[src/hdl/closest_approach_golden_search_top_defines.svh]
// ----------------------------------------------------------------------------
// Closest-approach golden search: assertion macros
// Shared concurrent-check forms, clocked on clk_i, off during reset.
// ----------------------------------------------------------------------------
`ifndef CLOSEST_APPROACH_GOLDEN_SEARCH_TOP_DEFINES_SVH
`define CLOSEST_APPROACH_GOLDEN_SEARCH_TOP_DEFINES_SVH

// same-cycle implication
`define CAGS_ASSERT_NOW(lbl, ante, cons, msg) \
  lbl: assert property (@(posedge clk_i) disable iff (!rst_ni) (ante) |-> (cons)) \
    else $error(msg);

// next-cycle implication
`define CAGS_ASSERT_NEXT(lbl, ante, cons, msg) \
  lbl: assert property (@(posedge clk_i) disable iff (!rst_ni) (ante) |=> (cons)) \
    else $error(msg);

`endif

[src/hdl/cags_pkg.sv]
// ----------------------------------------------------------------------------
// Closest-approach golden search package
// Widths, fixed-point constants and defaults shared by the block.
// ----------------------------------------------------------------------------
`timescale 1ns / 1ps

package cags_pkg;

  localparam int unsigned DEF_TABLE_DEPTH = 65536;  // power of two
  localparam int unsigned DEF_MAX_PROBES  = 64;

  localparam int unsigned COORD_W = 36;
  localparam int unsigned TIME_W  = 48;
  localparam int unsigned EIDX_W  = 16;
  localparam int unsigned RANGE_W = 37;
  localparam int unsigned IW      = 20;   // signed probe index width
  localparam int unsigned MAG_W   = COORD_W + 1;
  localparam int unsigned SQ_W    = 76;   // sum of three squared magnitudes
  localparam int unsigned ROOT_W  = SQ_W / 2;

  localparam int unsigned ENTRY_W = TIME_W + 3 * COORD_W;

  localparam int unsigned S_TDATA_W = 224;
  localparam int unsigned M_TDATA_W = 104;

  // Q0.16 golden-section fractions
  localparam logic [15:0] GS_R   = 16'd40503;
  localparam logic [15:0] GS_C   = 16'd25035;
  localparam int          GS_TOL = 2;

  localparam logic [RANGE_W-1:0] RANGE_MAX = '1;

endpackage

[src/hdl/cags_isqrt.sv]
// ----------------------------------------------------------------------------
// Integer square root
// Restoring digit-by-digit root, two radicand bits a cycle, saturated result.
// ----------------------------------------------------------------------------
`timescale 1ns / 1ps

module cags_isqrt (
  input  logic                          clk_i,
  input  logic                          rst_ni,
  input  logic                          start_i,
  input  logic [cags_pkg::SQ_W-1:0]     radicand_i,
  output logic                          done_o,
  output logic [cags_pkg::RANGE_W-1:0]  root_o
);
  import cags_pkg::*;

  localparam int unsigned CNT_W = $clog2(ROOT_W + 1);

  logic [SQ_W-1:0]    val_q, val_d;
  logic [ROOT_W+2:0]  rem_q, rem_d;
  logic [ROOT_W-1:0]  root_q, root_d;
  logic [CNT_W-1:0]   cnt_q, cnt_d;
  logic               busy_q, busy_d;
  logic [ROOT_W+2:0]  shifted;
  logic [ROOT_W+2:0]  trial;

  always_comb begin
    val_d   = val_q;
    rem_d   = rem_q;
    root_d  = root_q;
    cnt_d   = cnt_q;
    busy_d  = busy_q;
    done_o  = 1'b0;
    shifted = {rem_q[ROOT_W:0], val_q[SQ_W-1 -: 2]};
    trial   = {1'b0, root_q, 2'b01};
    if (start_i) begin
      val_d  = radicand_i;
      rem_d  = '0;
      root_d = '0;
      cnt_d  = '0;
      busy_d = 1'b1;
    end else if (busy_q) begin
      val_d = {val_q[SQ_W-3:0], 2'b00};
      if (shifted >= trial) begin
        rem_d  = shifted - trial;
        root_d = {root_q[ROOT_W-2:0], 1'b1};
      end else begin
        rem_d  = shifted;
        root_d = {root_q[ROOT_W-2:0], 1'b0};
      end
      cnt_d = cnt_q + 1'b1;
      if (cnt_q == CNT_W'(ROOT_W - 1)) begin
        busy_d = 1'b0;
      end
    end else if (cnt_q == CNT_W'(ROOT_W)) begin
      done_o = 1'b1;
    end
  end

  always_ff @(posedge clk_i or negedge rst_ni) begin
    if (!rst_ni) begin
      busy_q <= 1'b0;
      cnt_q  <= '0;
    end else begin
      busy_q <= busy_d;
      cnt_q  <= cnt_d;
    end
  end

  always_ff @(posedge clk_i) begin
    val_q  <= val_d;
    rem_q  <= rem_d;
    root_q <= root_d;
  end

  assign root_o = root_q[ROOT_W-1] ? RANGE_MAX : root_q[RANGE_W-1:0];

endmodule

[config.mk]
export PLATFORM = sky130hd
export DESIGN_NAME = cags_isqrt
export DESIGN_NICKNAME = d
export VERILOG_FILES = /design/src/hdl/closest_approach_golden_search_top_defines.svh /design/src/hdl/cags_pkg.sv /design/src/hdl/cags_isqrt.sv
export SDC_FILE = /design/constraint.sdc
export NUM_CORES = 1
export LEC_CHECK = 0
export BUFFER_PORTS_ARGS = -buffer_cell sky130_fd_sc_hd__buf_2
export CAP_MARGIN = 20
export CORE_MARGIN = 2
export CORE_UTILIZATION = 45
export CTS_BUF_LIST = sky130_fd_sc_hd__clkbuf_4 sky130_fd_sc_hd__clkbuf_8 sky130_fd_sc_hd__clkbuf_16
export CTS_CLUSTER_SIZE = 25
export DETAILED_ROUTE_END_ITERATION = 6
export GPL_ROUTABILITY_DRIVEN = 0
export SLEW_MARGIN = 20
export SYNTH_ARGS = -nofsm -noshare
export SYNTH_HDL_FRONTEND = slang
export SYNTH_SLANG_ARGS = --single-unit
[constraint.sdc]
create_clock -name clk_i -period 4.05 [get_ports clk_i]
set_input_delay 0.81 -clock clk_i [delete_from_list [all_inputs] [get_ports clk_i]]
set_output_delay 0.81 -clock clk_i [all_outputs]
set_load 0.05 [all_outputs]
**After elaboration in Yosys (flattened, before gate mapping)**

Cells that the tools add are included.

- Word-level logic and storage cells: 24
- Register bits after elaboration: 160
- Output and inout bits: 38
- Input port bits: 79

- Equality and inequality tests: 2
- Reductions and logical operators: 1
- Mux-type cells: 13
- $lt $le $gt $ge: 1
- $add $sub $neg: 2

Operators by type and width:

| operator | count |
|---|---|
| $mux W76 | 2 |
| $ge A41 B40 Y1 | 1 |
| $mux W39 | 1 |
| $sub A39 B39 Y39 | 1 |
| $mux W37 | 1 |
| $eq A6 B6 Y1 const B | 2 |
| $mux W6 | 2 |
| $mux W1 | 7 |
| $add A6 B1 Y6 const B | 1 |
| $reduce_bool A2 Y1 | 1 |

**Logic depth before layout (Yosys ltp)**

- Depth after elaboration: 4
- Depth in mapped cells: 14
- Depth with buffers taken out: 10

**Worst setup path after synthesis**

Ideal clock, no wire load.

- Kind: input to register
- From: input port start_i
- To: register val_q[0] (enable)
- Cell stages on the path: 4
- Data required time: 3620 ps
- Library setup time: 430 ps
- Data arrival time: 2783 ps
- Slack: 838 ps
- Buffers on the path: 2
- Cells stage by stage: clkbuf_1 > nor2_1 > clkbuf_1 > inv_1

- Longest elaborated chain between the ends: 1

RTL lines:

| element | RTL line | RTL |
|---|---|---|
| start, declared | cags_isqrt.sv:10 | `input logic start_i,` |
| $reduce_bool A2 Y1 (no line) | -- |  |
| end signal, assigned | cags_isqrt.sv:71 | `val_q <= val_d;` |
| end, declared | cags_isqrt.sv:19 | `logic [SQ_W-1:0] val_q, val_d;` |

No other way between the ends.
A chain may end at the register's enable or synchronous reset.

**Final worst setup path**

- From: register root_q[12]
- To: register rem_q[31]

- Longest elaborated chain between the ends: 2
- Elaborated cells between the ends (all ways): 3
- Classes of those cells: add/sub: 1; order compare: 1; mux: 1

RTL lines:

| element | RTL line | RTL |
|---|---|---|
| start, declared | cags_isqrt.sv:21 | `logic [ROOT_W-1:0] root_q, root_d;` |
| start signal, assigned | cags_isqrt.sv:73 | `root_q <= root_d;` |
| $sub A39 B39 Y39 / $ge A41 B40 Y1 (equally long branches) | cags_isqrt.sv:45, cags_isqrt.sv:44 |  |
| $mux W39 * | cags_isqrt.sv:44 | `if (shifted >= trial) begin` |
| end signal, assigned | cags_isqrt.sv:72 | `rem_q <= rem_d;` |
| end, declared | cags_isqrt.sv:20 | `logic [ROOT_W+2:0] rem_q, rem_d;` |

Mark *: on every way between the ends. The rest lies on a longest branch, timed or not.

==> metrics.txt <==
DR vias around 7,300; reg2reg setup slack around 860 ps; # port buffers between 100 and 150; final core occ roughly 52%; Synthesis Warnings 0; Ant. Diodes 0; # rows 52; initial drt markers about 360; WL/cell 15.9 um; RSZ-0062 raised after global routing no; Post-CTS Hold Buffers 0; post-route ant nets 0; minimum clock period about 3200 ps; die outline height around 150 um; multiplexer area fraction after synthesis approximately 14%; clock skew 10.6 ps; Post-synth ARST share under 10%; hold_ws 212 ps; Final setup viols 0; Post-Place Cells 1,306; Slew Limit Fails 0; HP Class in -> async; CTS tree yes; Synth-to-Final Area Change 14.5%; Fmax 314 MHz; placed cell areas around 0.01 sq mm; crit path launch root_q[12]$_SDFFE_PP0P_; worst-path maximum fanout 28; final setup margin 865 ps; Pwr Total around 7.4 mW; register area share after synthesis between 40% and 50%; global-route wire length before repair ~35 mm; Reg2Reg Launch Point root_q[12]$_SDFFE_PP0P_; core footprint 0.0202 sq mm; CTS sink count 160; dominant synthesized flop cell dfxtp_1; period utilization roughly four fifths; GR Overflow Total 0; Synth Area in Adders just under 6%; Seq. cell area ~0.004 sq mm; max cap viols 0; final hold vios 0; final net count ~1,200; maximum VDD drop just over 0.3 mV; Syn Area/Cell 9.60 sq um; area of the multi-input gates 0.00482 sq mm; clock network latency to the later pin of the worst-skew pair approximately 430 ps; initial antenna violation count 1; syn nets ~1,100; Synth Area in Compound Gates between 10% and 20%; status completed; Crit Path Category reg -> reg; Mapped Area 0.00928 sq mm; share of cells above drive strength 1 23.7%; Simple-Gate Fraction of Synth Area between 10% and 20%; pre-CTS setup slack roughly 920 ps; IO Count around 120; drt first pass iters 5; Synth Area in XOR/XNOR 2.83%; initial core utilization a little under half; CTS Buffer Depth 2; Pleak just under 5 nW; Detailed Place HPWL between 15 and 20 mm; non-filler cells, final 1,338; largest net degree at the start of global routing 83; Clock Tree Root clkbuf_16; setup bufs post-CTS 0; DRC 0; Post-Syn Instances a little under 1,000; EDFF count, synth 76; drt total wl between 20 and 25 mm; clock slew at reported path FFs about 70 ps; Critical Path Sink Type register; largest family of logic cells by synthesized area compound AO/OA/AOI/OAI gates; WP data required between 4000 and 5000 ps; most common cell after layout, fill and taps aside nand2_1; FF-to-FF End rem_q[31]$_SDFFE_PP0P_; total die area roughly 0.022 sq mm; Die Wd between 100 and 150 um; Slew HR 36.0%; Filler Cell Count approximately 1,900; post-route setup TNS 0 ps; vias in the first global route 7,195; Yosys cell types 75; Vias/cell ~5.4; CP Launch Type register; Power Dens Cells between 600 and 700 mW/mm^2; CTS H-tree depth 4; all-layer global routing usage 19.9%; R2R cell count 10; cts repair resizes 0; cts bufs inserted 17; measured slew at the worst slew-check pin about 960 ps; critical path arrival about 3500 ps; Yosys reg bits 160; commonest cells after routing, fill and taps aside nand2_1 (123), buf_2 (115), nor2_1 (93); design area 0.0106 sq mm
-- cell usage after synthesis, types with 2 or more instances --
cell | n | area share (%)
o211ai_1 | 7 | 0.57
and3_1 | 8 | 0.54
o311ai_0 | 2 | 0.19
ha_1 | 43 | 5.8
xor2_1 | 14 | 1.3
nor2_1 | 93 | 3.8
nand4_1 | 12 | 0.81
o21bai_1 | 4 | 0.32
edfxtp_1 | 76 | 25
a311oi_1 | 21 | 2.0
a21boi_0 | 2 | 0.16
or3_1 | 7 | 0.47
o21ai_1 | 6 | 0.32
a211oi_1 | 8 | 0.65
a21o_1 | 21 | 1.7
o31ai_1 | 2 | 0.16
a21oi_1 | 51 | 2.8
buf_1 | 8 | 0.32
o21ai_0 | 39 | 2.1
mux2i_1 | 42 | 4.5
inv_1 | 52 | 2.1
a211o_1 | 2 | 0.19
a311oi_2 | 2 | 0.32
nor3_1 | 10 | 0.54
nand3_1 | 18 | 0.97
o221ai_1 | 2 | 0.19
a32oi_1 | 8 | 0.76
nand2_1 | 123 | 5.0
xnor2_1 | 16 | 1.5
mux2_2 | 74 | 9.0
or2_2 | 4 | 0.27
o21a_1 | 7 | 0.57
buf_2 | 16 | 0.86
nand2b_1 | 6 | 0.40
dfxtp_1 | 77 | 17
o22ai_1 | 2 | 0.13
nor2b_1 | 6 | 0.40
clkbuf_1 | 26 | 1.1
a221oi_1 | 2 | 0.19
buf_4 | 5 | 0.40
and2_1 | 3 | 0.20
dfrtp_1 | 7 | 1.9
-- routing by layer --
metal  global-route usage [%]  part of all wire (%)
met1                     26.0                    46
met2                     32.5                    47
met3                     5.99                   6.1
met4                     4.62                   1.1
met5                        0                     0
-- kinds of logic (layout without fill, tap and decap cells) --
logic type | count (synthesis) | count (layout)
AO/OA/AOI/OAI | 206 | 206
flip-flops | 160 | 160
multiplexers | 116 | 116
adder cells (fa/ha/maj) | 43 | 43
buffers and inverters | 109 | 210
AND/OR/NAND/NOR | 303 | 303
XOR/XNOR | 30 | 30
-- power by group --
group | internal (mW) | switching, mW | total, mW
clock | 0.941 | 0.722 | 1.66
combinational | 1.50 | 2.15 | 3.65
sequential | 1.94 | 0.145 | 2.09
total | 4.38 | 3.02 | 7.40
-- final cells by class --
class / count / area share [%]
well taps: 270 / 3.18
clock buffers: 18 / 4.08
clock inverters: 14 / 1.60
flip-flops and latches: 160 / 37.7
inverters: 52 / 1.84
repair buffers: 126 / 6.20
multi-input cells: 698 / 45.4
-- state kept, by name, summed over array words and instances (netlist names) --
signal	flops
cnt_q	6
val_q	76
root_q	38
rem_q	39
busy_q	1
-- critical path: stages, from the launching register on --
cell and delay, ps:
dfxtp_1 360, inv_1 80, ha_1 480, a21oi_2 140
o21ai_1 330, o21ai_1 140, o221ai_2 250, nand2_1 180
nand2_2 550, nand2_1 340, o21ai_0 240
-- worst max path at each step --
stage	end	slack, ps	cells past startpoint
global placement	rem_q[38]$_SDFFE_PP0P_	960	10
CTS	rem_q[38]$_SDFFE_PP0P_	910	10
global route	rem_q[34]$_SDFFE_PP0P_	590	10
floorplan	val_q[0]$_SDFFCE_PN0P_	840	4
finish	rem_q[31]$_SDFFE_PP0P_	860	10
detailed placement	rem_q[38]$_SDFFE_PP0P_	920	10
Power figures use the tool's default switching activity.
