## src/hdl/closest_approach_golden_search_top_defines.svh

```systemverilog
// ----------------------------------------------------------------------------
// Closest-approach golden search: assertion macros
// Shared concurrent-check forms, clocked on clk_i, off during reset.
// ----------------------------------------------------------------------------
`ifndef CLOSEST_APPROACH_GOLDEN_SEARCH_TOP_DEFINES_SVH
`define CLOSEST_APPROACH_GOLDEN_SEARCH_TOP_DEFINES_SVH

// same-cycle implication
`define CAGS_ASSERT_NOW(lbl, ante, cons, msg) \
  lbl: assert property (@(posedge clk_i) disable iff (!rst_ni) (ante) |-> (cons)) \
    else $error(msg);

// next-cycle implication
`define CAGS_ASSERT_NEXT(lbl, ante, cons, msg) \
  lbl: assert property (@(posedge clk_i) disable iff (!rst_ni) (ante) |=> (cons)) \
    else $error(msg);

`endif

```

## src/hdl/cags_ram.sv

```systemverilog
// ----------------------------------------------------------------------------
// Generic RAM
// One write port, one read port, registered read data.
// ----------------------------------------------------------------------------
`timescale 1ns / 1ps

module cags_ram #(
  parameter int unsigned Width = 8,
  parameter int unsigned Depth = 16,
  localparam int unsigned AW   = $clog2(Depth)
) (
  input  logic             clk_i,
  input  logic             we_i,
  input  logic [AW-1:0]    waddr_i,
  input  logic [Width-1:0] wdata_i,
  input  logic [AW-1:0]    raddr_i,
  output logic [Width-1:0] rdata_o
);

  logic [Width-1:0] mem_q [Depth];

  always_ff @(posedge clk_i) begin
    if (we_i) begin
      mem_q[waddr_i] <= wdata_i;
    end
    rdata_o <= mem_q[raddr_i];
  end

endmodule

```

## config.mk

```make
export PLATFORM = sky130hd
export DESIGN_NAME = cags_ram
export DESIGN_NICKNAME = d
export VERILOG_FILES = /design/src/hdl/closest_approach_golden_search_top_defines.svh /design/src/hdl/cags_ram.sv
export SDC_FILE = /design/constraint.sdc
export NUM_CORES = 1
export LEC_CHECK = 0
export CAP_MARGIN = 0
export CORE_ASPECT_RATIO = 1.25
export CORE_MARGIN = 4
export CORE_UTILIZATION = 44
export CTS_BUF_LIST = sky130_fd_sc_hd__clkbuf_8 sky130_fd_sc_hd__clkbuf_16
export DETAILED_ROUTE_END_ITERATION = 8
export DONT_BUFFER_PORTS = 1
export PLACE_DENSITY = 0.58
export REMOVE_ABC_BUFFERS = 1
export SYNTH_ARGS = -nofsm -noshare
export SYNTH_HDL_FRONTEND = slang
export SYNTH_SLANG_ARGS = --single-unit
```

## constraint.sdc

```tcl
create_clock -name clk_i -period 1.8 [get_ports clk_i]
set_input_delay 0 -clock clk_i [delete_from_list [all_inputs] [get_ports clk_i]]
set_output_delay 0 -clock clk_i [all_outputs]
set_load 0.01 [all_outputs]
```

Word level (Yosys, flattened, before mapping):

Memories as Yosys holds them, arrays and structs flattened. A register that Yosys moved wholly into a read port is not among the register bits.
Index checks and enable logic that the tools add are counted.

* multiplexer cells: 2

Operator list (count)
* $mux W1: 2

* register bits: 0
* RAM bits: 128
* input bits: 18
* output and inout port bits: 8
* logic and storage cells: 3
* memories: 1

Memories
* mem_q: depth 16, width 8, rd ports 1, clocked after Yosys merged registers in 1, wr ports 1, line cags_ram.sv:20 `logic [Width-1:0] mem_q [Depth];`

Longest topological paths before layout:

Gate-level depths: netlist (run 1).

* word-level depth: 2
* gate-level depth with buffers: 5
* gate-level depth less buffers: 3

Worst setup path after synthesis (run 1):

No wires, ideal clock.

* kind: input to register
* from: input waddr_i[2]
* to: memory mem_q[0][0] (enable)
* setup time: 0.383 ns
* arrival: 1.110 ns
* required time: 1.417 ns
* slack: 0.307 ns
* cell stages on the path: 2
* buffers on the path: 0
* cell sequence: or3b_2 -> nor3_1

RTL lines
* from (decl): line cags_ram.sv:14 `input logic [AW-1:0] waddr_i,`
* to (decl): line cags_ram.sv:20

No word-level cell before the write port.

==> results of run 1 <==
layout make-up:
type | instances | area [um^2]
clock inverters | 15 | 119
clock buffers | 17 | 425
well taps | 135 | 169
repair buffers | 34 | 318
fillers | 897 | 5210
multi-input cells | 83 | 1060
flip-flops and latches | 136 | 4000
how the worst max path moves through the flow:
stage                        to  slack, ns
floorplan           mem_q[0][0]       0.31
global placement     rdata_o[1]       0.43
detailed placement   rdata_o[1]       0.44
CTS                  rdata_o[0]       0.06
global route        mem_q[8][7]       0.30
finish               rdata_o[4]       0.31
worst register-to-register path, delay by kind of cell, from the launching register on:
| family | cells | cell delay [ns] |
|---|---|---|
| mux | 1 | 0.50 |
| flops | 1 | 0.35 |
| compound gates | 1 | 0.30 |
| simple gates | 1 | 0.10 |
state kept, by name (all words and copies together), names as in the netlist:
signal   cells
mem_q      128
rdata_o      8
cells in the final DEF, fill, tap and decap left out, drive strengths merged:
cell / netlist / layout
clkinv: 0 / 9
inv: 0 / 2
nand2: 9 / 9
a22oi: 16 / 16
bufinv: 0 / 2
clkinvlp: 0 / 2
nand3b: 2 / 2
and2b: 1 / 1
edfxtp: 128 / 128
nand2b: 2 / 2
or3b: 1 / 1
clkbuf: 0 / 17
dlygate4sd3: 0 / 15
buf: 7 / 19
dfxtp: 8 / 8
mux4: 32 / 32
nand3: 1 / 1
nor3: 4 / 4
and2: 1 / 1
nor2b: 1 / 1
nor2: 13 / 13
layer usage:
metal	up-vias	track usage (%)	share of wire [%]
met3	13	5.57	4.9
met4	0	6.25	1.5
met1	1273	21.4	44
met2	58	25.4	50
met5	-	0	0
li1	1059	-	-
power by group:
part           leakage, nW  internal, mW  total [mW]  switching (mW)
clock network        0.268          1.98        3.18            1.20
registers             1.22          3.54        3.58          0.0358
logic                0.545         0.137       0.300           0.163
metrics by stage:
step / instances / hold WS [ns]
after global placement: 371 / 0.100
after detailed placement: 371 / 0.0998
after global routing: 420 / 0.0493
after floorplan: 219 / 0.0989
after CTS: 420 / 0.0447
final: 420 / 0.0573
cell families after synthesis:
logic type             synth area share [%]
flip-flops                             77.8
AND/OR/NAND/NOR                        3.18
multiplexers                           15.0
AO/OA/AOI/OAI                          2.33
buffers and inverters                  1.68
what timing repair did:
action                     4_1_cts  5_1_grt
hold buffers                    17        1
hold endpoints to repair       168        1
setup endpoints to repair        0        1
==> results.json, run 1 <==
{
  "grt_remaining_overflow": 0,
  "synth_warnings": 0,
  "synth.area.top_cells": "edfxtp_1 75%, mux4_2 7.9%, mux4_1 7.1%",
  "core_mm2": 0.0113,
  "hold_path_depth": 4,
  "drt_wl_total_mm": 10.1,
  "num_vias": 2403,
  "cts_setup_buffers": 0,
  "rsz0062_at_grt": "no",
  "cp_num_cells": 4,
  "clk_pin_slew_ns": 0.06,
  "rows": 43,
  "worst-path-buf-inv": 1,
  "cp-start-kind": "input port",
  "period_needed_ns": 1.49,
  "power_mw": 7.06,
  "synth_cell_types": 19,
  "layout-drive-gt1-share_pct": 21.4,
  "r2r_setup_slack_ns": 0.43,
  "final_util_pct": 53.9,
  "cts-root-buf": "clkbuf_16",
  "min_path_type": "in -> reg",
  "final_net_count": 290,
  "num_io_pins": 26,
  "synth_most_common_cell": "edfxtp_1",
  "hold_start": "raddr_i[2]",
  "timing.rr.end": "rdata_o[1]",
  "path_delay_family": "buffers and inverters",
  "synth.avg_cell_area_um2": 22.5,
  "cts_tree": "built",
  "vias_per_cell": 5.72,
  "grt_pass1_wl_mm": 15.4,
  "dp_slack_ns": 0.435,
  "gr-usage-all-layers_pct": 16.3,
  "drt_iter0_markers": 149,
  "gp_congestion": 0.652,
  "cts_made_buffers": 17,
  "max_cap_violations": 0,
  "synth_seq_area_share_pct": 77.8,
  "slowest_stage": "dlygate4sd3_1",
  "skew_ns": 0.0100,
  "hold_viol": 0,
  "syn_area_mm2": 0.00515,
  "wl_per_cell_um": 24.0,
  "holdPathEnd": "rdata_o[7]",
  "cp_data_required_time_ns": 2.10,
  "critical_path_class": "in -> reg",
  "fin_tns_setup_ns": 0,
  "crit_start": "raddr_i[0]",
  "postSynth.asyncResetShare_pct": 0,
  "r2r-start": "mem_q[9][1]",
  "synthTopCellsByCount": "128 x edfxtp_1, 18 x mux4_2, 16 x a22oi_1, 14 x mux4_1, 13 x nor2_1",
  "finalWorstSetupSlack_ns": 0.310,
  "tightest_slew_ns": 0.722,
  "portBuffers": 0,
  "synth_top_cell_area_share_pct": 74.7,
  "fp.dieW_um": 105,
  "place_hpwl_mm": 5.70,
  "die_area_mm2": 0.0135,
  "yosys.area.top_type": "edfxtp_1",
  "final_max_slew_viol_count": 0,
  "cp_cell_sequence": "dlygate4sd3_1 -> mux4_1 -> a22oi_1 -> nand2_1",
  "insertion_delay_ns": 0.41,
  "drc": 0,
  "cts-htree-levels": 4,
  "status": "complete, no violations",
  "setup_viol": 0,
  "cts_resized": 0,
  "synth_edf_count": 128,
  "grt_max_degree": 33,
  "cp.arrival_ns": 1.79,
  "post_dp_cell_area_mm2": 0.00536,
  "r2r.worst_path.cells": 3,
  "cp-end-kind": "flip-flop",
  "max_freq_mhz": 671,
  "antenna_found_initial": 0,
  "fp.dieH_um": 129,
  "cts_sinks": 136,
  "min_period_over_period_pct": 82.8,
  "power.density_mw_per_mm2": 1160,
  "synth-seq-cells": 136,
  "first_global_vias": 2519,
  "syn_to_final_growth_pct": 18.4,
  "critical_path.max_stage_delay_ns": 0.81,
  "peakVddDrop_v": 0.000590,
  "cts_buffer_depth": 2,
  "antenna_cells": 0,
  "synthFlopType": "edfxtp_1",
  "cp_max_fo": 5,
  "postLayoutCellArea_mm2": 0.00609,
  "max-slew-margin-rel_pct": 51.7,
  "p_leak_nw": 2.04,
  "drt-pass1-iter-count": 4,
  "drtAntennaViolNets": 0,
  "start_util_pct": 45.6,
  "synthCells": 229
}
Note: power is estimated with default switching activity, not from simulation.
==> run 2: changes to the inputs <==
--- a/config.mk
+++ b/config.mk
@@ -12,7 +12,7 @@
 export CTS_BUF_LIST = sky130_fd_sc_hd__clkbuf_8 sky130_fd_sc_hd__clkbuf_16
 export DETAILED_ROUTE_END_ITERATION = 8
 export DONT_BUFFER_PORTS = 1
-export PLACE_DENSITY = 0.58
+export PLACE_DENSITY = 0.6
 export REMOVE_ABC_BUFFERS = 1
 export SYNTH_ARGS = -nofsm -noshare
 export SYNTH_HDL_FRONTEND = slang
==> constraint.sdc (replaced) <==
create_clock -name clk_i -period 1.2 [get_ports clk_i]
set_input_delay 0 -clock clk_i [delete_from_list [all_inputs] [get_ports clk_i]]
set_output_delay 0 -clock clk_i [all_outputs]
set_load 0.01 [all_outputs]
==> results.json, run 2 (synthesized netlist as in run 1, its figures left out) <==
{
  "status": "finished with violations",
  "violations": "hold timing, setup timing",
  "drtAntennaViolNets": 0,
  "cts-root-buf": "clkbuf_16",
  "dpl.cell_count": 374,
  "regMostFlops": "mem_q",
  "drc": 0,
  "gr-usage-all-layers_pct": 15.2,
  "final_max_slew_viol_count": 0,
  "rows": 43,
  "whs_ns": -0.0891,
  "vias_per_cell": 5.54,
  "fp.dieH_um": 129,
  "clk_pin_slew_ns": 0.05,
  "num_io_pins": 26,
  "cts_setup_buffers": 0,
  "wl_per_cell_um": 22.6,
  "period_needed_ns": 1.27,
  "layout-drive-gt1-share_pct": 31.7,
  "ctsHoldBuffers": 10,
  "portBuffers": 0,
  "critical_path_class": "reg -> reg",
  "gp_congestion": 0.693,
  "max_freq_mhz": 785,
  "hold_viol": 8,
  "cts_tree": "built",
  "cp_data_required_time_ns": 1.50,
  "place_hpwl_mm": 5.92,
  "peakVddDrop_v": 0.000779,
  "finalWorstSetupSlack_ns": -0.0732,
  "final_util_pct": 53.7,
  "first_global_vias": 2475,
  "layout_common_cells": "128 x edfxtp_1, 30 x mux4_2, 20 x buf_4",
  "fp.dieW_um": 105,
  "drt-pass1-iter-count": 5,
  "drt_iter0_markers": 139,
  "insertion_delay_ns": 0.41,
  "cts_sinks": 136,
  "setup_viol": 6,
  "die_area_mm2": 0.0135,
  "power.density_mw_per_mm2": 1770,
  "post_dp_cell_area_mm2": 0.00538,
  "cp-start-kind": "flip-flop",
  "largest_register_ffs": 128,
  "core_mm2": 0.0113,
  "rsz0062_at_grt": "yes",
  "cp.arrival_ns": 1.57,
  "drt_wl_total_mm": 9.44,
  "cp-end-kind": "flip-flop",
  "cts_buffer_depth": 2,
  "p_leak_nw": 1.99,
  "tightest_slew_ns": 0.905,
  "start_util_pct": 45.6,
  "min_period_over_period_pct": 106,
  "syn_to_final_growth_pct": 17.9,
  "max_cap_violations": 0,
  "grt_remaining_overflow": 0,
  "antenna_found_initial": 1,
  "layout_commonest_cell": "edfxtp_1",
  "postLayoutCellArea_mm2": 0.00607,
  "instances_no_fill": 417,
  "max-slew-margin-rel_pct": 39.5,
  "min_path_type": "in -> reg",
  "grt_max_degree": 33,
  "cp_max_fo": 1,
  "skew_ns": 0.00648,
  "reg.largest.list": "mem_q x128, rdata_o x8",
  "grt_pass1_wl_mm": 14.9,
  "num_vias": 2310,
  "num-fill-cells": 866,
  "final_net_count": 286,
  "cts-htree-levels": 4,
  "cts_made_buffers": 17
}
==> run 2: cell types whose count changed in the layout (fill, tap and decap cells not counted), sizes merged <==
cell | before | now
clkinvlp | 2 | 1
clkbuf | 17 | 21
dlygate4sd3 | 15 | 10
diode | 0 | 1
buf | 19 | 20
clkinv | 9 | 6
==> run 2: layer usage <==
metal | up-vias | GRT usage, % | wire, um
li1 | 1040 | - | -
met1 | 1221 | 19.7 | 4180
met2 | 44 | 24.8 | 4920
met3 | 5 | 4.16 | 256
met4 | 0 | 5.79 | 89
met5 | - | 0 | 0
==> run 2: where the power goes <==
| group | total, mW | leakage [nW] | switching [mW] | internal [mW] |
|---|---|---|---|---|
| logic | 0.393 | 0.473 | 0.195 | 0.198 |
| clock network | 5.00 | 0.298 | 1.77 | 3.23 |
| registers | 5.36 | 1.22 | 0.0482 | 5.32 |
| total | 10.8 | 1.99 | 2.01 | 8.75 |
==> run 2: cell type report <==
cell class / instances / area [um^2] / share of cell area [%]
Timing Repair Buffer: 30 / 250 / 4.12
Clock inverter: 11 / 104 / 1.71
Antenna cell: 1 / 2.50 / 0.0412
Multi-Input combinational cell: 83 / 1060 / 17.4
Sequential cell: 136 / 4000 / 66.0
Clock buffer: 21 / 480 / 7.92
Tap cell: 135 / 169 / 2.78
==> run 2: critical path, stage by stage, from the launching register on <==
cell and delay, ns:
edfxtp_1 0.36, mux4_2 0.48, a22oi_2 0.24, nand2_1 0.07
==> run 2: stage by stage <==
stage	worst slack, ns	power [mW]	TNS, ns
after floorplan	-0.293	5.66	-3.60
after global placement	-0.123	5.74	-0.482
after detailed placement	-0.172	5.75	-0.648
after CTS	-0.0659	10.8	-0.226
after global routing	-0.135	11.1	-0.704
final	-0.0732	10.8	-0.193
==> run 2: repair_timing <==
| item | CTS | global route |
|---|---|---|
| pin swaps | 13 | 2 |
| cloned | 0 | 0 |
| gates resized for setup | 19 | 2 |
| endpoints found under the hold margin | 168 | 8 |
| endpoints found under the setup margin | 8 | 8 |
==> run 2: path summary, 6_finish.rpt <==
| kind | slack, ns | to | depth (start not counted) | startpoint |
|---|---|---|---|---|
| setup / recovery | -0.07 | rdata_o[2] | 3 | mem_q[3][2] |
| hold / removal | -0.09 | rdata_o[2] | 3 | raddr_i[1] |
| setup reg to reg | -0.07 | rdata_o[2] | 3 | mem_q[3][2] |
| hold reg to reg | 0.67 | rdata_o[2] | 3 | mem_q[15][2] |
